--- config.mk ---
export PLATFORM = sky130hd
export DESIGN_NAME = led_blink_pattern_sequencer
export DESIGN_NICKNAME = d
export VERILOG_FILES = /design/src/hdl/lbps_pkg.sv /design/src/hdl/led_blink_pattern_sequencer.sv /design/src/hdl/lbps_pattern_lut.sv /design/src/hdl/lbps_phase_fsm.sv
export VERILOG_INCLUDE_DIRS = /design/src /design/src/hdl
export SDC_FILE = /design/constraint.sdc
export NUM_CORES = 1
export LEC_CHECK = 0
export BUFFER_PORTS_ARGS = -buffer_cell sky130_fd_sc_hd__clkbuf_2
export CORE_MARGIN = 4
export CORE_UTILIZATION = 30
export DETAILED_ROUTE_END_ITERATION = 8
export PLACE_DENSITY = 0.49
export SLEW_MARGIN = 20
export SYNTH_ARGS = -nofsm -noshare
export SYNTH_HDL_FRONTEND = slang
export SYNTH_HIERARCHICAL = 1
export SYNTH_SLANG_ARGS = --single-unit
--- constraint.sdc ---
create_clock -name aclk -period 10.45 [get_ports aclk]
set_input_delay 1.045 -clock aclk [delete_from_list [all_inputs] [get_ports aclk]]
set_output_delay 1.045 -clock aclk [all_outputs]
set_load 0.05 [all_outputs]
--- src/hdl/assert_macros.svh ---
// assertion helpers for the blink sequencer
`ifndef ASSERT_MACROS_SVH
`define ASSERT_MACROS_SVH

`ifndef SYNTHESIS

// same-cycle implication, ignored while in reset
`define LBPS_ASSERT_IMPL(label, clk, rstn, ante, cons) \
    label: assert property (@(posedge clk) disable iff (!(rstn)) (ante) |-> (cons)) \
        else $error("lbps assertion failed");

// next-cycle implication, ignored while in reset
`define LBPS_ASSERT_NEXT(label, clk, rstn, ante, cons) \
    label: assert property (@(posedge clk) disable iff (!(rstn)) (ante) |=> (cons)) \
        else $error("lbps assertion failed");

`else

`define LBPS_ASSERT_IMPL(label, clk, rstn, ante, cons)
`define LBPS_ASSERT_NEXT(label, clk, rstn, ante, cons)

`endif

`endif

--- src/hdl/lbps_pkg.sv ---
`default_nettype none

package lbps_pkg;

    // default width of the millisecond counters
    localparam int unsigned TIME_BITS_DEF = 16;

    // width of the configured durations
    localparam int unsigned DUR_BITS = 16;
    localparam int unsigned REP_BITS = 8;
    localparam int unsigned CFG_IDX_BITS = 3;
    localparam int unsigned CFG_DATA_BITS = 16;

    // input word kinds
    localparam logic [1:0] KIND_TICK   = 2'd0;
    localparam logic [1:0] KIND_UPDATE = 2'd1;
    localparam logic [1:0] KIND_SELECT = 2'd2;

    // pattern codes
    localparam logic [1:0] PAT_NORMAL = 2'd0;
    localparam logic [1:0] PAT_ERROR  = 2'd1;
    localparam logic [1:0] PAT_FAST   = 2'd2;
    localparam logic [1:0] PAT_CUSTOM = 2'd3;

    // configuration register indexes
    localparam logic [CFG_IDX_BITS-1:0] REG_CUSTOM_ON    = 3'd0;
    localparam logic [CFG_IDX_BITS-1:0] REG_CUSTOM_OFF   = 3'd1;
    localparam logic [CFG_IDX_BITS-1:0] REG_CUSTOM_PAUSE = 3'd2;
    localparam logic [CFG_IDX_BITS-1:0] REG_CUSTOM_REP   = 3'd3;
    localparam logic [CFG_IDX_BITS-1:0] REG_HEALTH_EN    = 3'd4;
    localparam logic [CFG_IDX_BITS-1:0] REG_CHECK_PERIOD = 3'd5;

    // fixed pattern timing
    localparam logic [DUR_BITS-1:0] NORMAL_ON_MS    = 16'd1000;
    localparam logic [DUR_BITS-1:0] NORMAL_OFF_MS   = 16'd1000;
    localparam logic [DUR_BITS-1:0] ERROR_ON_MS     = 16'd50;
    localparam logic [DUR_BITS-1:0] ERROR_OFF_MS    = 16'd50;
    localparam logic [DUR_BITS-1:0] FAST_ON_MS      = 16'd250;
    localparam logic [DUR_BITS-1:0] FAST_OFF_MS     = 16'd250;
    localparam logic [DUR_BITS-1:0] FIXED_PAUSE_MS  = 16'd1000;

    // register reset values
    localparam logic [DUR_BITS-1:0] RST_CUSTOM_MS    = 16'd1000;
    localparam logic [REP_BITS-1:0] RST_CUSTOM_REP   = 8'd0;
    localparam logic [DUR_BITS-1:0] RST_CHECK_PERIOD = 16'd1000;

    // reported phase codes
    localparam logic [2:0] PHASE_INIT     = 3'd0;
    localparam logic [2:0] PHASE_ON       = 3'd1;
    localparam logic [2:0] PHASE_ON_WAIT  = 3'd2;
    localparam logic [2:0] PHASE_OFF_WAIT = 3'd3;
    localparam logic [2:0] PHASE_PAUSE    = 3'd4;

    // phase machine states
    typedef enum logic [4:0] {
        PH_INIT     = 5'b00001,
        PH_ON       = 5'b00010,
        PH_ON_WAIT  = 5'b00100,
        PH_OFF_WAIT = 5'b01000,
        PH_PAUSE    = 5'b10000
    } phase_t;

    // configuration registers
    typedef struct packed {
        logic [DUR_BITS-1:0] custom_on;
        logic [DUR_BITS-1:0] custom_off;
        logic [DUR_BITS-1:0] custom_pause;
        logic [REP_BITS-1:0] custom_repeats;
        logic                health_en;
        logic [DUR_BITS-1:0] check_period;
    } cfg_t;

    // timing of the pattern in use
    typedef struct packed {
        logic [DUR_BITS-1:0] on_ms;
        logic [DUR_BITS-1:0] off_ms;
        logic [DUR_BITS-1:0] pause_ms;
        logic [REP_BITS-1:0] repeats;
    } pat_t;

    // status reported with each result word
    typedef struct packed {
        logic       led_on;
        logic [2:0] phase;
        logic [1:0] pattern;
    } status_t;

    function automatic logic [2:0] phase_code(input phase_t ph);
        logic [2:0] code;
        unique case (ph)
            PH_INIT:     code = PHASE_INIT;
            PH_ON:       code = PHASE_ON;
            PH_ON_WAIT:  code = PHASE_ON_WAIT;
            PH_OFF_WAIT: code = PHASE_OFF_WAIT;
            PH_PAUSE:    code = PHASE_PAUSE;
            default:     code = PHASE_INIT;
        endcase
        return code;
    endfunction

endpackage

`default_nettype wire

--- src/hdl/led_blink_pattern_sequencer.sv ---
// channel   direction  ports                                          handshake
// s_        in         s_kind, s_pattern_choice, s_healthy            s_valid / s_ready
// m_        out        m_led_on, m_phase, m_pattern_in_use            m_valid / m_ready
// cfg_      in         cfg_idx, cfg_wdata                             cfg_we, no wait
//
// one word per clock while the result side is not stalled; the phase step
// loads the result register from the input register, so m_valid rises then
// aresetn is synchronous and active low; it clears the phase state, timers
// and the configuration registers to their defaults
// a stalled result holds the result register; the input register still takes
// a word while it is empty, or the result register is free or being drained
`default_nettype none

module led_blink_pattern_sequencer #(
    parameter int unsigned TIME_BITS = lbps_pkg::TIME_BITS_DEF
) (
    input  wire logic                                aclk,
    input  wire logic                                aresetn,
    input  wire logic                                s_valid,
    output wire logic                                s_ready,
    input  wire logic [1:0]                          s_kind,
    input  wire logic [1:0]                          s_pattern_choice,
    input  wire logic                                s_healthy,
    output wire logic                                m_valid,
    input  wire logic                                m_ready,
    output wire logic                                m_led_on,
    output wire logic [2:0]                          m_phase,
    output wire logic [1:0]                          m_pattern_in_use,
    input  wire logic                                cfg_we,
    input  wire logic [lbps_pkg::CFG_IDX_BITS-1:0]   cfg_idx,
    input  wire logic [lbps_pkg::CFG_DATA_BITS-1:0]  cfg_wdata
);

    lbps_pkg::cfg_t     cfg_reg;
    logic               in_valid_reg;
    logic [1:0]         in_kind_reg;
    logic [1:0]         in_choice_reg;
    logic               in_healthy_reg;
    logic               out_valid_reg;
    lbps_pkg::status_t  out_reg;
    lbps_pkg::status_t  status_next;
    logic               advance;

    // handshake
    assign advance = in_valid_reg && (!out_valid_reg || m_ready);
    assign s_ready = !in_valid_reg || !out_valid_reg || m_ready;

    // configuration registers
    always_ff @(posedge aclk) begin
        if (!aresetn) begin
            cfg_reg.custom_on      <= lbps_pkg::RST_CUSTOM_MS;
            cfg_reg.custom_off     <= lbps_pkg::RST_CUSTOM_MS;
            cfg_reg.custom_pause   <= lbps_pkg::RST_CUSTOM_MS;
            cfg_reg.custom_repeats <= lbps_pkg::RST_CUSTOM_REP;
            cfg_reg.health_en      <= 1'b0;
            cfg_reg.check_period   <= lbps_pkg::RST_CHECK_PERIOD;
        end else if (cfg_we) begin
            unique case (cfg_idx)
                lbps_pkg::REG_CUSTOM_ON:    cfg_reg.custom_on <= cfg_wdata;
                lbps_pkg::REG_CUSTOM_OFF:   cfg_reg.custom_off <= cfg_wdata;
                lbps_pkg::REG_CUSTOM_PAUSE: cfg_reg.custom_pause <= cfg_wdata;
                lbps_pkg::REG_CUSTOM_REP:   cfg_reg.custom_repeats <= cfg_wdata[7:0];
                lbps_pkg::REG_HEALTH_EN:    cfg_reg.health_en <= cfg_wdata[0];
                lbps_pkg::REG_CHECK_PERIOD: cfg_reg.check_period <= cfg_wdata;
                default: begin
                end
            endcase
        end
    end

    // input register
    always_ff @(posedge aclk) begin
        if (!aresetn) begin
            in_valid_reg <= 1'b0;
        end else if (s_ready) begin
            in_valid_reg <= s_valid;
        end
    end

    always_ff @(posedge aclk) begin
        if (s_valid && s_ready) begin
            in_kind_reg    <= s_kind;
            in_choice_reg  <= s_pattern_choice;
            in_healthy_reg <= s_healthy;
        end
    end

    // phase machine and timers
    lbps_phase_fsm #(
        .TIME_BITS (TIME_BITS)
    ) u_phase_fsm (
        .aclk           (aclk),
        .aresetn        (aresetn),
        .step           (advance),
        .kind           (in_kind_reg),
        .pattern_choice (in_choice_reg),
        .healthy        (in_healthy_reg),
        .cfg            (cfg_reg),
        .status_next    (status_next)
    );

    // result register
    always_ff @(posedge aclk) begin
        if (!aresetn) begin
            out_valid_reg <= 1'b0;
        end else if (advance) begin
            out_valid_reg <= 1'b1;
        end else if (m_ready) begin
            out_valid_reg <= 1'b0;
        end
    end

    always_ff @(posedge aclk) begin
        if (advance) begin
            out_reg <= status_next;
        end
    end

    assign m_valid          = out_valid_reg;
    assign m_led_on         = out_reg.led_on;
    assign m_phase          = out_reg.phase;
    assign m_pattern_in_use = out_reg.pattern;

    // checks
`include "assert_macros.svh"

    `LBPS_ASSERT_NEXT(a_select_restarts, aclk, aresetn,
        advance && (in_kind_reg == lbps_pkg::KIND_SELECT),
        m_phase == lbps_pkg::PHASE_INIT)
    `LBPS_ASSERT_IMPL(a_on_wait_lit, aclk, aresetn,
        out_valid_reg && (out_reg.phase == lbps_pkg::PHASE_ON_WAIT),
        out_reg.led_on)
    `LBPS_ASSERT_IMPL(a_dark_phases, aclk, aresetn,
        out_valid_reg && ((out_reg.phase == lbps_pkg::PHASE_OFF_WAIT)
            || (out_reg.phase == lbps_pkg::PHASE_PAUSE)),
        !out_reg.led_on)
    `LBPS_ASSERT_IMPL(a_ready_when_empty, aclk, aresetn, !out_valid_reg, s_ready)

endmodule

`default_nettype wire

--- src/hdl/lbps_pattern_lut.sv ---
`default_nettype none

module lbps_pattern_lut (
    input  wire logic [1:0]    pattern,
    input  lbps_pkg::cfg_t     cfg,
    output lbps_pkg::pat_t     pat
);

    // fixed patterns blink endlessly, custom takes the registers
    always_comb begin
        unique case (pattern)
            lbps_pkg::PAT_NORMAL: begin
                pat.on_ms    = lbps_pkg::NORMAL_ON_MS;
                pat.off_ms   = lbps_pkg::NORMAL_OFF_MS;
                pat.pause_ms = lbps_pkg::FIXED_PAUSE_MS;
                pat.repeats  = '0;
            end
            lbps_pkg::PAT_ERROR: begin
                pat.on_ms    = lbps_pkg::ERROR_ON_MS;
                pat.off_ms   = lbps_pkg::ERROR_OFF_MS;
                pat.pause_ms = lbps_pkg::FIXED_PAUSE_MS;
                pat.repeats  = '0;
            end
            lbps_pkg::PAT_FAST: begin
                pat.on_ms    = lbps_pkg::FAST_ON_MS;
                pat.off_ms   = lbps_pkg::FAST_OFF_MS;
                pat.pause_ms = lbps_pkg::FIXED_PAUSE_MS;
                pat.repeats  = '0;
            end
            lbps_pkg::PAT_CUSTOM: begin
                pat.on_ms    = cfg.custom_on;
                pat.off_ms   = cfg.custom_off;
                pat.pause_ms = cfg.custom_pause;
                pat.repeats  = cfg.custom_repeats;
            end
        endcase
    end

endmodule

`default_nettype wire

--- src/hdl/lbps_phase_fsm.sv ---
`default_nettype none

module lbps_phase_fsm #(
    parameter int unsigned TIME_BITS = lbps_pkg::TIME_BITS_DEF
) (
    input  wire logic                aclk,
    input  wire logic                aresetn,
    input  wire logic                step,
    input  wire logic [1:0]          kind,
    input  wire logic [1:0]          pattern_choice,
    input  wire logic                healthy,
    input  lbps_pkg::cfg_t           cfg,
    output lbps_pkg::status_t        status_next
);

    localparam int unsigned CMP_W =
        (TIME_BITS > lbps_pkg::DUR_BITS) ? TIME_BITS : lbps_pkg::DUR_BITS;

    lbps_pkg::phase_t                phase_reg, phase_next;
    logic                            led_reg, led_next;
    logic [TIME_BITS-1:0]            blink_timer_reg, blink_timer_next;
    logic [TIME_BITS-1:0]            check_timer_reg, check_timer_next;
    logic [lbps_pkg::REP_BITS-1:0]   blinks_left_reg, blinks_left_next;
    logic [lbps_pkg::REP_BITS-1:0]   blinks_dec;
    logic [1:0]                      pattern_reg, pattern_next;
    logic [1:0]                      pattern_eff;
    logic                            check_due;
    logic [lbps_pkg::DUR_BITS-1:0]   pause_need;
    logic [CMP_W-1:0]                blink_ext;
    lbps_pkg::pat_t                  pat;

    // health check swaps the pattern ahead of the phase step
    assign check_due = CMP_W'(check_timer_reg) >= CMP_W'(cfg.check_period);

    always_comb begin
        pattern_eff = pattern_reg;
        if (step && (kind == lbps_pkg::KIND_UPDATE) && check_due && cfg.health_en) begin
            pattern_eff = healthy ? lbps_pkg::PAT_NORMAL : lbps_pkg::PAT_ERROR;
        end
    end

    lbps_pattern_lut u_pattern_lut (
        .pattern (pattern_eff),
        .cfg     (cfg),
        .pat     (pat)
    );

    // timing compares for the phase step
    assign blink_ext  = CMP_W'(blink_timer_reg);
    assign pause_need = (pat.pause_ms > pat.off_ms) ? (pat.pause_ms - pat.off_ms) : '0;
    assign blinks_dec = blinks_left_reg - 1'b1;

    // next state for the accepted word
    always_comb begin
        phase_next       = phase_reg;
        led_next         = led_reg;
        blink_timer_next = blink_timer_reg;
        check_timer_next = check_timer_reg;
        blinks_left_next = blinks_left_reg;
        pattern_next     = pattern_reg;
        if (step) begin
            unique case (kind)
                lbps_pkg::KIND_TICK: begin
                    if (blink_timer_reg != '1) begin
                        blink_timer_next = blink_timer_reg + 1'b1;
                    end
                    if (check_timer_reg != '1) begin
                        check_timer_next = check_timer_reg + 1'b1;
                    end
                end
                lbps_pkg::KIND_UPDATE: begin
                    if (check_due) begin
                        check_timer_next = '0;
                    end
                    pattern_next = pattern_eff;
                    unique case (phase_reg)
                        lbps_pkg::PH_INIT: begin
                            blinks_left_next = (pat.repeats != '0) ? pat.repeats : 8'd1;
                            phase_next = lbps_pkg::PH_ON;
                        end
                        lbps_pkg::PH_ON: begin
                            led_next         = 1'b1;
                            blink_timer_next = '0;
                            phase_next       = lbps_pkg::PH_ON_WAIT;
                        end
                        lbps_pkg::PH_ON_WAIT: begin
                            if (blink_ext >= CMP_W'(pat.on_ms)) begin
                                led_next         = 1'b0;
                                blink_timer_next = '0;
                                phase_next       = lbps_pkg::PH_OFF_WAIT;
                            end
                        end
                        lbps_pkg::PH_OFF_WAIT: begin
                            if (blink_ext >= CMP_W'(pat.off_ms)) begin
                                blink_timer_next = '0;
                                if (pat.repeats == '0) begin
                                    phase_next = lbps_pkg::PH_ON;
                                end else begin
                                    blinks_left_next = blinks_dec;
                                    phase_next = (blinks_dec != '0) ?
                                        lbps_pkg::PH_ON : lbps_pkg::PH_PAUSE;
                                end
                            end
                        end
                        lbps_pkg::PH_PAUSE: begin
                            if (blink_ext >= CMP_W'(pause_need)) begin
                                blink_timer_next = '0;
                                phase_next       = lbps_pkg::PH_INIT;
                            end
                        end
                        default: begin
                            phase_next = lbps_pkg::PH_INIT;
                        end
                    endcase
                end
                lbps_pkg::KIND_SELECT: begin
                    pattern_next = pattern_choice;
                    phase_next   = lbps_pkg::PH_INIT;
                end
                default: begin
                end
            endcase
        end
    end

    // state registers
    always_ff @(posedge aclk) begin
        if (!aresetn) begin
            phase_reg       <= lbps_pkg::PH_INIT;
            led_reg         <= 1'b0;
            blink_timer_reg <= '0;
            check_timer_reg <= '0;
            blinks_left_reg <= '0;
            pattern_reg     <= lbps_pkg::PAT_NORMAL;
        end else begin
            phase_reg       <= phase_next;
            led_reg         <= led_next;
            blink_timer_reg <= blink_timer_next;
            check_timer_reg <= check_timer_next;
            blinks_left_reg <= blinks_left_next;
            pattern_reg     <= pattern_next;
        end
    end

    // status after this word
    assign status_next.led_on  = led_next;
    assign status_next.phase   = lbps_pkg::phase_code(phase_next);
    assign status_next.pattern = pattern_next;

endmodule

`default_nettype wire

# ---- Word level (Yosys, flattened, before mapping)
# Cells that the tools add are included.
dict set report op_classes {
  n_addsub 4
  magnitude_cmp 5
  eq_ne 30
  n_mux 34
  reduce_logical 28
}
# cell count
set ops {}
lappend ops {{$pmux W56 S4} 1}
lappend ops {{$mux W16} 7}
lappend ops {{$ge A16 B16 Y1} 4}
lappend ops {{$pmux W16 S2} 2}
lappend ops {{$pmux W16 S4} 1}
lappend ops {{$add A16 B1 Y16 const B} 2}
lappend ops {{$ne A16 B16 Y1 const B} 2}
lappend ops {{$mux W5} 6}
lappend ops {{$pmux W5 S5} 1}
lappend ops {{$mux W8} 3}
lappend ops {{$gt A16 B16 Y1} 1}
lappend ops {{$pmux W8 S2} 1}
lappend ops {{$reduce_bool A8 Y1} 2}
lappend ops {{$sub A16 B16 Y16} 1}
lappend ops {{$pmux W3 S4} 1}
lappend ops {{$reduce_and A2 Y1} 6}
lappend ops {{$eq A5 B2 Y1 const B} 2}
lappend ops {{$eq A5 B3 Y1 const B} 2}
lappend ops {{$eq A5 B4 Y1 const B} 2}
lappend ops {{$eq A5 B5 Y1 const B} 2}
lappend ops {{$pmux W5 S2} 1}
lappend ops {{$ne A3 B3 Y1 const B} 3}
lappend ops {{$logic_not A8 Y1} 1}
lappend ops {{$ne A2 B1 Y1 const B} 4}
lappend ops {{other kinds (22)} 43}
dict set report totals {
  reg_bits 134
  inputBits 29
  out_inout_bits 8
  word_cells 121
}

# ---- Depth between registers and ports, before layout
# Gate-level depths: netlist of the first run.
dict set report logic_depth {
  word_depth 18
  depth_mapped 35
  depth_no_buf 31
}

# ---- Modules after synthesis
# Netlist of the first run, hierarchy kept.
# mod instances cells_per_inst area_each_um2 seq_area_each_um2
set by_module_without_submodules {}
lappend by_module_without_submodules {lbps_phase_fsm 1 687 5260.0 960.9}
lappend by_module_without_submodules {led_blink_pattern_sequencer 1 285 3195.6 1831.8}
lappend by_module_without_submodules {lbps_pattern_lut 1 75 434.2 0.0}

# ---- Worst setup path before layout of the first run
# No wires, ideal clock.
dict set report synth_path {
  kind {input to register}
  from {input m_ready}
  to {register u_phase_fsm.blink_timer_reg[13], in the netlist u_phase_fsm/blink_ext[13]}
  setup_time_ns 0.070
  t_arrival_ns 6.627
  required_time_ns 10.380
  setup_slack_ns 3.753
  path_stages 30
  n_path_buf 3
  cell_sequence {nor2b_1 -> nor2b_1 -> clkbuf_1 -> and3_1 -> a31o_2 -> o21a_1 -> clkbuf_1 -> and3_1 -> inv_1 -> ha_1 -> inv_1 -> fa_1 -> a21o_1 -> a21o_4 -> a21boi_2 -> or4_4 -> a31oi_1 -> o21a_1 -> nor2_1 -> or4_1 -> ha_1 -> and3_1 -> o211ai_1 -> o211ai_1 -> a21oi_1 -> a21boi_1 -> a31oi_1 -> buf_2 -> or4_1 -> a21oi_1}
}
# item line
set synth_rtl {}
lappend synth_rtl {{start, declared} led_blink_pattern_sequencer.sv:25} ;# input wire logic m_ready,
lappend synth_rtl {{end signal, assigned} lbps_phase_fsm.sv:138} ;# blink_timer_reg <= blink_timer_next;
lappend synth_rtl {{end, declared} lbps_phase_fsm.sv:21} ;# logic [TIME_BITS-1:0] blink_timer_reg, blink_timer_next;

==> results.sh, run 1 <==
export IMPL_clock_input_transition_at_the_sequential_cells_of_the_worst_setup_and_hold_paths_ps=70
export IMPL_cts_resized=0
export IMPL_hold_depth=2
export IMPL_synth_warn=6
export IMPL_global_route_wire_length_before_repair_um=38940
export IMPL_routed_wirelength_um=24210
export IMPL_max_fclk_mhz=136.5
export IMPL_slew_violations=0
export IMPL_grt_max_degree=63
export IMPL_peakVddDrop_mv=0.08431
export IMPL_post_synth_main_area_contributors="dfxtp_1 28%, ha_1 12%, mux2i_1 9.1%, nand2_1 5.9%, edfxtp_1 3.7%"
export IMPL_clock_tree_from_tritoncts="done"
export IMPL_starting_density_of_the_core_pct=30.72
export IMPL_fin_setup_tns_ps=0
export IMPL_cts_sinks=134
export IMPL_count_of_flip_flops_with_a_built_in_enable_after_synthesis=11
export IMPL_fillers=3040
export IMPL_slowest_delay_ps=580
export IMPL_syn_nets=1164
export IMPL_cp_start_kind="flip-flop"
export IMPL_yosys_cell_count_top_type="nand2_1"
export IMPL_final_setup_viol_count=0
export IMPL_critical_path_slowest_cell="or4_1"
export IMPL_largest_reg_flops=73
export IMPL_timing_final_crit_share_pct=70.12
export IMPL_fin_skew_ps=20.44
export IMPL_worstSkewPairLatency_ps=430
export IMPL_outcome="finished, final reports clean"
export IMPL_ys_dominant_reg_cell="dfxtp_1"
export IMPL_clk_root_buffer_cell="clkbuf_16"
export IMPL_gr_usage_all_layers_pct=14.86
export IMPL_timing_final_crit_period_ps=7328
export IMPL_critical_path_required_ps=10790
export IMPL_total_leakage_power_nw=4.447
export IMPL_ys_ff_latch=134
export IMPL_layout_nets=1177
export IMPL_gpl_final_weighted_congestion=0.8554
export IMPL_cell_types_with_the_highest_counts_after_synthesis="139 x nand2_1, 123 x dfxtp_1, 87 x ha_1, 81 x mux2i_1, 65 x inv_1"
export IMPL_numCtsBuffers=17
export IMPL_total_power_mw=1.219
export IMPL_antennaDiodeCount=0
export IMPL_drc=0
export IMPL_timing_worst_slew_pin_value_ps=1141
export IMPL_synth_cell_types=78
export IMPL_ioPinCount=37
export IMPL_syn_area_per_cell_sq_um=8.491
export IMPL_syn_cell_area_sq_um=8890
export IMPL_worst_slew_margin_rel_pct=23.96
export IMPL_detailedPlace_worstSlack_ps=2738
export IMPL_via_count_of_the_first_global_routing_pass=6990
export IMPL_power_density_nw_per_um2=122.7
export IMPL_number_of_antenna_violations_at_the_first_check_in_global_routing=0
export IMPL_avgViaCountPerCell=4.990
export IMPL_dieWidth_um=180.1
export IMPL_post_cts_buffers=0
export IMPL_seq_area_frac_synth_pct=31.41
export IMPL_io_buffers=36
export IMPL_synth_top_area_share_pct=27.70
export IMPL_row_count=62
export IMPL_die_h_um=180.1
export IMPL_vias=7265
export IMPL_fp_dieArea_sq_um=32450
export IMPL_synth_cells=1047
export IMPL_multiInputGateArea_sq_um=5634
export IMPL_reg2reg_depth=31
export IMPL_finalHoldViolations=0
export IMPL_drt_iter0_markers=504
export IMPL_setup_worst_path_end_class="flip-flop"
export IMPL_ant_nets=0
export IMPL_crit_arrival_ps=7670
export IMPL_synthArstFlopShare_pct=0
export IMPL_finalWorstSetupSlack_ps=3122
export IMPL_wl_per_cell_um=16.63
export IMPL_cts_max_path_buffers=2
export IMPL_area_growth_pct=11.77
export IMPL_synth_largest_area_cell="dfxtp_1"
export IMPL_setup_worst_path_class="flip-flop to flip-flop"
export IMPL_rsz0062_at_grt="false"
export IMPL_hp_class="flip-flop to flip-flop"
export IMPL_clock_tree_htree_level_count=4
export IMPL_crit_path_max_fanout=44
export IMPL_maxCapViolCount=0
export IMPL_detailedPlacementHpwl_um=18130
export IMPL_firstDrtPassIters=5
export IMPL_area_used_by_sequential_logic_in_the_layout_sq_um=2793
export IMPL_overflow=0
export IMPL_cts_hold_buf=0
export IMPL_final_layout_size_suffix_gt1_share_pct=9.515
export IMPL_design_core_area_sq_um=28940
==> routing by layer <==
layer	GRT usage, %	share of wire (%)	vias to the layer above
met4	3.085	0.77	0
met5	0	0	-
met2	22.78	43	93
li1	-	-	3752
met1	22.18	53	3407
met3	2.261	2.6	13
==> cell usage in the layout (no fill, tap or decap), types with 21 or more instances in the layout <==
cell,n
nand2_1,139
clkbuf_2,35
and3_1,47
ha_1,87
o21ai_0,29
nor2b_1,36
a21oi_1,51
nand2b_1,23
nor2_1,48
mux2i_1,81
dfxtp_1,123
nand3_1,21
inv_1,65
==> report_power, final <==
group / internal, mW / switching (mW) / leakage [nW]
clock: 0.316 / 0.264 / 0.265
sequential: 0.528 / 0.00716 / 1.10
combinational: 0.0387 / 0.0656 / 3.08
==> path summary, 6_finish.rpt <==
path | endpoint | startpoint | slack [ps]
hold reg to reg | cfg_reg[16]$_SDFFE_PN0P_ | cfg_reg[16]$_SDFFE_PN0P_ | 460
hold / removal | cfg_reg[16]$_SDFFE_PN0P_ | cfg_reg[16]$_SDFFE_PN0P_ | 460
setup / recovery | u_phase_fsm/blink_ext[13]$_SDFFE_PN0P_ | cfg_reg[13]$_SDFFE_PN0P_ | 3120
setup reg to reg | u_phase_fsm/blink_ext[13]$_SDFFE_PN0P_ | cfg_reg[13]$_SDFFE_PN0P_ | 3120
==> logic make-up (layout without fill, tap and decap cells) <==
kind of cell	Yosys count	after routing	synth area share [%]
AOI/OAI and AO/OA	184	184	13.91
xor gates and xnor gates	19	19	1.872
adders and majority gates	88	88	12.47
buffers and inverters	114	139	5.376
DFF	134	134	31.41
muxes	81	81	9.120
and+or+nand+nor	427	427	25.84
==> worst max-delay path: cells and delay by family, from the launching register on <==
kind,cells,cell delay [ps]
compound gates,18,3200
fa+ha+maj,3,860
buf+inv,3,400
flops,1,330
simple gates,7,2430
==> final cells by class <==
| type | count | share of cell area [%] |
|---|---|---|
| Multi-Input combinational cell | 799 | 56.71 |
| Tap cell | 384 | 4.836 |
| Inverter | 65 | 2.456 |
| Sequential cell | 134 | 28.11 |
| Clock buffer | 18 | 4.420 |
| Timing Repair Buffer | 43 | 2.342 |
| Clock inverter | 13 | 1.133 |
==> metrics by stage <==
stage               utilization [%]  hold slack, ps  area (sq um)  cells
finish                        34.34           456.2          9936   1456
CTS                           34.31           460.9          9927   1456
floorplan                         -           430.3          8890   1047
detailed placement            32.40           451.2          9375   1425
global route                  34.34           484.6          9936   1456
global placement              32.40           446.5          9375   1425
Power figures use the tool's default switching activity.
==> run 2: changes to the inputs <==
ABC_AREA = 1   (was not set)
clock period = 7.2 ns   (was 10.45 ns; I/O delays follow)
==> run 2 against run 1 <==
Against the previous run: sequential cell count unchanged; register-to-register slack got worse by 2000 ps; combinational power increased by 83%; count of clock-buffer cells in the layout increased by 4; synthesized area increased by 8.6%; synthesized cell count increased by 37%; critical endpoint is now u_phase_fsm/blink_ext[6]$_SDFFE_PN0P_; largest cell class unchanged; highest routed layer unchanged.
==> results.sh, run 2 <==
export IMPL_outcome="finished, final reports clean"
export IMPL_die_h_um=187.4
export IMPL_peakVddDrop_mv=0.1344
export IMPL_maxCapViolCount=0
export IMPL_fp_dieArea_sq_um=35120
export IMPL_cts_resized=0
export IMPL_timing_final_crit_share_pct=84.64
export IMPL_power_net_switching_uw=479.0
export IMPL_crit_path_max_fanout=42
export IMPL_gr_usage_all_layers_pct=15.84
export IMPL_yosys_cell_count_top_type="nand2_1"
export IMPL_design_core_area_sq_um=31640
export IMPL_wl_per_cell_um=14.84
export IMPL_post_cts_buffers=0
export IMPL_power_density_nw_per_um2=172.5
export IMPL_detailedPlace_worstSlack_ps=1123
export IMPL_path_common_cell="nand3_1"
export IMPL_critical_path_required_ps=7550
export IMPL_syn_cell_area_sq_um=9657
export IMPL_cts_max_path_buffers=2
export IMPL_total_leakage_power_nw=4.895
export IMPL_timing_final_crit_period_ps=6094
export IMPL_finalHoldViolations=0
export IMPL_synth_cells=1435
export IMPL_final_setup_viol_count=0
export IMPL_ys_dominant_reg_cell="dfxtp_1"
export IMPL_fin_skew_ps=10.38
export IMPL_synth_top_area_share_pct=25.50
export IMPL_row_count=65
export IMPL_drc=0
export IMPL_sequentialPowerShare_pct=42.7
export IMPL_antennaDiodeCount=0
export IMPL_dieWidth_um=187.4
export IMPL_gpl_final_weighted_congestion=0.8822
export IMPL_syn_nets=1552
export IMPL_firstDrtPassIters=4
export IMPL_setup_worst_path_class="flip-flop to flip-flop"
export IMPL_fin_setup_tns_ps=0
export IMPL_ys_ff_latch=134
export IMPL_detailedPlacementHpwl_um=20810
export IMPL_slew_violations=0
export IMPL_cell_types_with_the_highest_counts_after_synthesis="307 x nand2_1, 228 x nor2_1, 181 x inv_1, 179 x nand3_1, 123 x dfxtp_1"
export IMPL_synth_largest_area_cell="dfxtp_1"
export IMPL_global_route_wire_length_before_repair_um=45250
export IMPL_synth_cell_types=54
export IMPL_p_sw_share_pct=26.01
export IMPL_internal_power_mw=1.363
export IMPL_post_synth_main_area_contributors="dfxtp_1 25%, nand2_1 12%, ha_1 11%, nand3_1 9.3%, nor2_1 8.9%"
export IMPL_number_of_antenna_violations_at_the_first_check_in_global_routing=0
export IMPL_worst_slew_margin_rel_pct=39.10
export IMPL_layout_nets=1570
export IMPL_comb_power_share_pct=10.3
export IMPL_via_count_of_the_first_global_routing_pass=8510
export IMPL_clk_root_buffer_cell="clkbuf_16"
export IMPL_vias=8865
export IMPL_critical_path_slowest_cell="dfxtp_1"
export IMPL_mostFrequentLayoutCell="nand2_1"
export IMPL_final_layout_size_suffix_gt1_share_pct=10.03
export IMPL_crit_arrival_ps=6440
export IMPL_clock_input_transition_at_the_sequential_cells_of_the_worst_setup_and_hold_paths_ps=60
export IMPL_seq_area_frac_synth_pct=28.92
export IMPL_timing_worst_slew_pin_value_ps=913.5
export IMPL_layout_common_cells="307 x nand2_1, 228 x nor2_1, 181 x inv_1"
export IMPL_cp_startpoint="cfg_reg[14]$_SDFFE_PN0P_"
export IMPL_routed_wirelength_um=27730
export IMPL_clkPwrFrac_pct=47.0
export IMPL_worstSkewPairLatency_ps=430
export IMPL_cts_hold_buf=0
export IMPL_ant_nets=0
export IMPL_clock_tree_htree_level_count=4
export IMPL_syn_area_per_cell_sq_um=6.729
export IMPL_cp_start_kind="flip-flop"
export IMPL_io_buffers=36
export IMPL_synth_warn=6
export IMPL_grt_max_degree=80
export IMPL_overflow=0
export IMPL_hp_class="flip-flop to flip-flop"
export IMPL_largest_reg_flops=73
export IMPL_starting_density_of_the_core_pct=30.52
export IMPL_count_of_flip_flops_with_a_built_in_enable_after_synthesis=11
export IMPL_r2r_startpoint="cfg_reg[14]$_SDFFE_PN0P_"
export IMPL_area_growth_pct=10.57
export IMPL_avgViaCountPerCell=4.746
export IMPL_synthArstFlopShare_pct=0
export IMPL_max_fclk_mhz=164.1
export IMPL_finalWorstSetupSlack_ps=1106
export IMPL_numCtsBuffers=17
export IMPL_slowest_delay_ps=340
export IMPL_clock_tree_from_tritoncts="done"
export IMPL_setup_worst_path_end_class="flip-flop"
export IMPL_ioPinCount=37
export IMPL_layout_core_utilization_pct=33.75
export IMPL_cts_sinks=134
export IMPL_drt_iter0_markers=630
export IMPL_min_from="cfg_reg[8]$_SDFFE_PN1P_"
export IMPL_rsz0062_at_grt="false"
-- run 2: path summary, 6_finish.rpt --
path	end	depth (start not counted)	slack, ps
worst max register to register	u_phase_fsm/blink_ext[6]$_SDFFE_PN0P_	35	1110
worst min register to register	cfg_reg[8]$_SDFFE_PN1P_	2	460
worst min-delay path	cfg_reg[8]$_SDFFE_PN1P_	2	460
worst max-delay path	u_phase_fsm/blink_ext[6]$_SDFFE_PN0P_	35	1110
-- run 2: power by group through the flow --
| stage | Clock (mW) | Combinational (mW) | Sequential [mW] |
|---|---|---|---|
| global placement | 0 | 0.190 | 0.802 |
| detailed placement | 0 | 0.191 | 0.803 |
| floorplan | 0 | 0.136 | 0.803 |
| finish | 0.865 | 0.190 | 0.786 |
| global route | 0.921 | 0.215 | 0.789 |
| CTS | 0.890 | 0.191 | 0.786 |
-- run 2: area by class of cell --
| type | count | area (sq um) |
|---|---|---|
| timing repair buffer | 45 | 247.7 |
| inverter | 189 | 709.4 |
| clock inverter | 10 | 102.6 |
| sequential | 134 | 2793 |
| tap | 402 | 503.0 |
| fill | 3492 | 20960 |
| multi-input combinational | 1066 | 5848 |
| clock buffer | 22 | 474.2 |
-- run 2: worst max-delay path: cells and delay by family, from the launching register on --
kind | cells | cell delay (ps)
adders and majority gates | 4 | 1020
buffers and inverters | 4 | 320
AOI/OAI and AO/OA | 5 | 680
and+or+nand+nor | 22 | 3620
DFF | 1 | 340
-- run 2: cell families after synthesis --
logic type,after synthesis,share of synthesized area [%]
simple gates,803,37.10
flops,134,28.92
buf+inv,235,10.52
compound gates,143,9.083
xor+xnor,32,2.902
fa+ha+maj,88,11.48
-- run 2: routing by layer --
layer | wire length [um] | global-route usage, % | vias up | share of wire [%]
li1 | - | - | 4641 | -
met1 | 13530 | 21.24 | 4078 | 49
met2 | 12940 | 26.64 | 113 | 47
met3 | 757 | 2.333 | 33 | 2.7
met4 | 500 | 4.461 | 0 | 1.8
met5 | 0 | 0 | - | 0
-- run 2: stage by stage --
stage,cells,instance area [sq um],hold slack (ps),power (mW)
finish,1868,10680,456.9,1.842
detailed placement,1836,10100,445.6,0.9934
global placement,1836,10100,444.5,0.9927
floorplan,1435,9657,428.9,0.9390
CTS,1868,10680,439.4,1.868
global route,1868,10680,452.3,1.925
==> run 3: changes to the inputs <==
ABC_AREA = 0   (was 1)
clock period = 6.1 ns   (was 7.2 ns; I/O delays follow)
==> run 3 against run 2 <==
Against the previous run: count of clock-buffer cells in the layout shrank 5; largest power group unchanged; cell count shrank 16%; die area shrank 7.6%; first-iteration DRC count shrank 30%; sequential share of layout area shrank 1.4 points; critical path depth shrank 3; the flow now finishes with violations (setup timing); register-to-register slack lost 1400 ps; sequential cell count is the same; routed wire length shrank 7.9%; utilization grew 5.3 points.
==> results.sh, run 3 (synthesized netlist as in run 1, its figures left out) <==
export IMPL_slowest_delay_ps=510
export IMPL_rsz0062_at_grt="true"
export IMPL_fillers=2926
export IMPL_final_design_area_no_fill_sq_um=11300
export IMPL_hp_class="input pin to flip-flop"
export IMPL_comb_power_share_pct=10.3
export IMPL_critical_path_required_ps=6450
export IMPL_detailedPlacementHpwl_um=19090
export IMPL_total_leakage_power_nw=5.116
export IMPL_crit_path_max_fanout=8
export IMPL_sequentialPowerShare_pct=41.4
export IMPL_largest_reg_flops=73
export IMPL_finalWorstSetupSlack_ps=-244.4
export IMPL_cts_hold_buf=0
export IMPL_number_of_antenna_violations_at_the_first_check_in_global_routing=0
export IMPL_fin_setup_tns_ps=-2864
export IMPL_cts_sinks=134
export IMPL_path_buf_inv=5
export IMPL_peakVddDrop_mv=0.1590
export IMPL_final_layout_size_suffix_gt1_share_pct=23.45
export IMPL_timing_worst_slew_pin_value_ps=1092
export IMPL_wl_per_cell_um=16.32
export IMPL_vias=7731
export IMPL_area_growth_pct=27.11
export IMPL_power_net_switching_uw=590.5
export IMPL_clock_tree_htree_level_count=4
export IMPL_drc=0
export IMPL_failed_checks="setup timing"
export IMPL_finalHoldViolations=0
export IMPL_drt_iter0_markers=438
export IMPL_io_buffers=36
export IMPL_overflow=0
export IMPL_cpLargestDelayFamily="compound AO/OA/AOI/OAI gates"
export IMPL_mostFrequentLayoutCell="nand2_1"
export IMPL_cts_max_path_buffers=2
export IMPL_row_count=62
export IMPL_antennaDiodeCount=0
export IMPL_max_fclk_mhz=157.6
export IMPL_outcome="finished, violations left"
export IMPL_slew_violations=0
export IMPL_area_used_by_sequential_logic_in_the_layout_sq_um=2803
export IMPL_starting_density_of_the_core_pct=30.72
export IMPL_multiInputGateArea_sq_um=6028
export IMPL_hold_depth=1
export IMPL_critical_path_slowest_cell="or4_4"
export IMPL_grt_max_degree=80
export IMPL_p_sw_share_pct=26.67
export IMPL_setup_worst_path_end_class="flip-flop"
export IMPL_global_route_wire_length_before_repair_um=40360
export IMPL_fp_dieArea_sq_um=32450
export IMPL_layout_core_utilization_pct=39.05
export IMPL_via_count_of_the_first_global_routing_pass=7541
export IMPL_worstSetupPathDepth=32
export IMPL_timing_final_crit_period_ps=6344
export IMPL_worstSkewPairLatency_ps=420
export IMPL_maxCapViolCount=0
export IMPL_clock_tree_from_tritoncts="done"
export IMPL_design_core_area_sq_um=28940
export IMPL_firstDrtPassIters=5
export IMPL_postPlaceCellArea_sq_um=10040
export IMPL_clk_root_buffer_cell="clkbuf_16"
export IMPL_worst_slew_margin_rel_pct=27.21
export IMPL_power_density_nw_per_um2=195.9
export IMPL_clkPwrFrac_pct=48.4
export IMPL_crit_arrival_ps=6700
export IMPL_ioPinCount=37
export IMPL_avgViaCountPerCell=4.940
export IMPL_final_setup_viol_count=19
export IMPL_die_h_um=180.1
export IMPL_gr_usage_all_layers_pct=15.38
export IMPL_r2r_setup_slack_ps=-240
export IMPL_ant_nets=0
export IMPL_clock_input_transition_at_the_sequential_cells_of_the_worst_setup_and_hold_paths_ps=70
export IMPL_internal_power_mw=1.623
export IMPL_numCtsBuffers=17
export IMPL_setup_worst_path_class="flip-flop to flip-flop"
export IMPL_routed_wirelength_um=25550
export IMPL_cp_start_kind="flip-flop"
export IMPL_dieWidth_um=180.1
export IMPL_layout_nets=1285
export IMPL_gpl_final_weighted_congestion=0.8315
export IMPL_hold_worst_slack_ps=370.5
export IMPL_reg2reg_depth=32
export IMPL_timing_final_crit_share_pct=104.0
export IMPL_fin_skew_ps=16.07
export IMPL_layout_common_cells="138 x nand2_1, 115 x dfxtp_1, 104 x buf_4"
## run 3: layout make-up
type / count / area share, %
multi-input combinational: 799 / 53.35
sequential: 134 / 24.80
timing repair buffer: 151 / 10.01
tap: 384 / 4.252
clock buffer: 17 / 3.765
inverter: 65 / 2.159
clock inverter: 15 / 1.661
## run 3: metal layers
| metal | track usage, % | up-vias | wire (um) |
|---|---|---|---|
| met4 | 3.206 | 0 | 223 |
| met1 | 22.15 | 3638 | 12930 |
| met2 | 24.62 | 109 | 11680 |
| li1 | - | 3968 | - |
| met5 | 0 | - | 0 |
| met3 | 2.241 | 16 | 712 |
## run 3: worst paths after layout
| kind | startpoint | to |
|---|---|---|
| worst max-delay path | cfg_reg[10]$_SDFFE_PN0P_ | u_phase_fsm/blink_ext[5]$_SDFFE_PN0P_ |
| worst min-delay path | s_healthy | in_healthy_reg$_DFFE_PP_ |
| worst max register to register | cfg_reg[10]$_SDFFE_PN0P_ | u_phase_fsm/blink_ext[5]$_SDFFE_PN0P_ |
| worst min register to register | cfg_reg[57]$_SDFFE_PN0P_ | cfg_reg[57]$_SDFFE_PN0P_ |
## run 3: what timing repair did
| action | in CTS | in global routing |
|---|---|---|
| setup endpoints to repair | 21 | 21 |
| setup buffers | 13 | 12 |
| hold endpoints to repair | 0 | 0 |
| cloned | 3 | 0 |
| pin swaps | 41 | 32 |
| gates resized for setup | 62 | 33 |
## run 3: through the flow
| step | std cells | power (mW) | setup slack [ps] |
|---|---|---|---|
| after global placement | 1509 | 1.140 | -499.4 |
| after CTS | 1556 | 2.235 | -211.2 |
| after global routing | 1565 | 2.295 | -565.2 |
| final | 1565 | 2.214 | -244.4 |
| after floorplan | 1047 | 1.060 | 12.49 |
| after detailed placement | 1509 | 1.141 | -631.0 |
## run 3: power by group through the flow
stage | Clock [mW] | Combinational (mW) | Sequential, mW
final | 1.07 | 0.227 | 0.916
after global routing | 1.13 | 0.249 | 0.918
after CTS | 1.10 | 0.223 | 0.916
after detailed placement | 0 | 0.205 | 0.935
after global placement | 0 | 0.205 | 0.935
after floorplan | 0 | 0.123 | 0.937
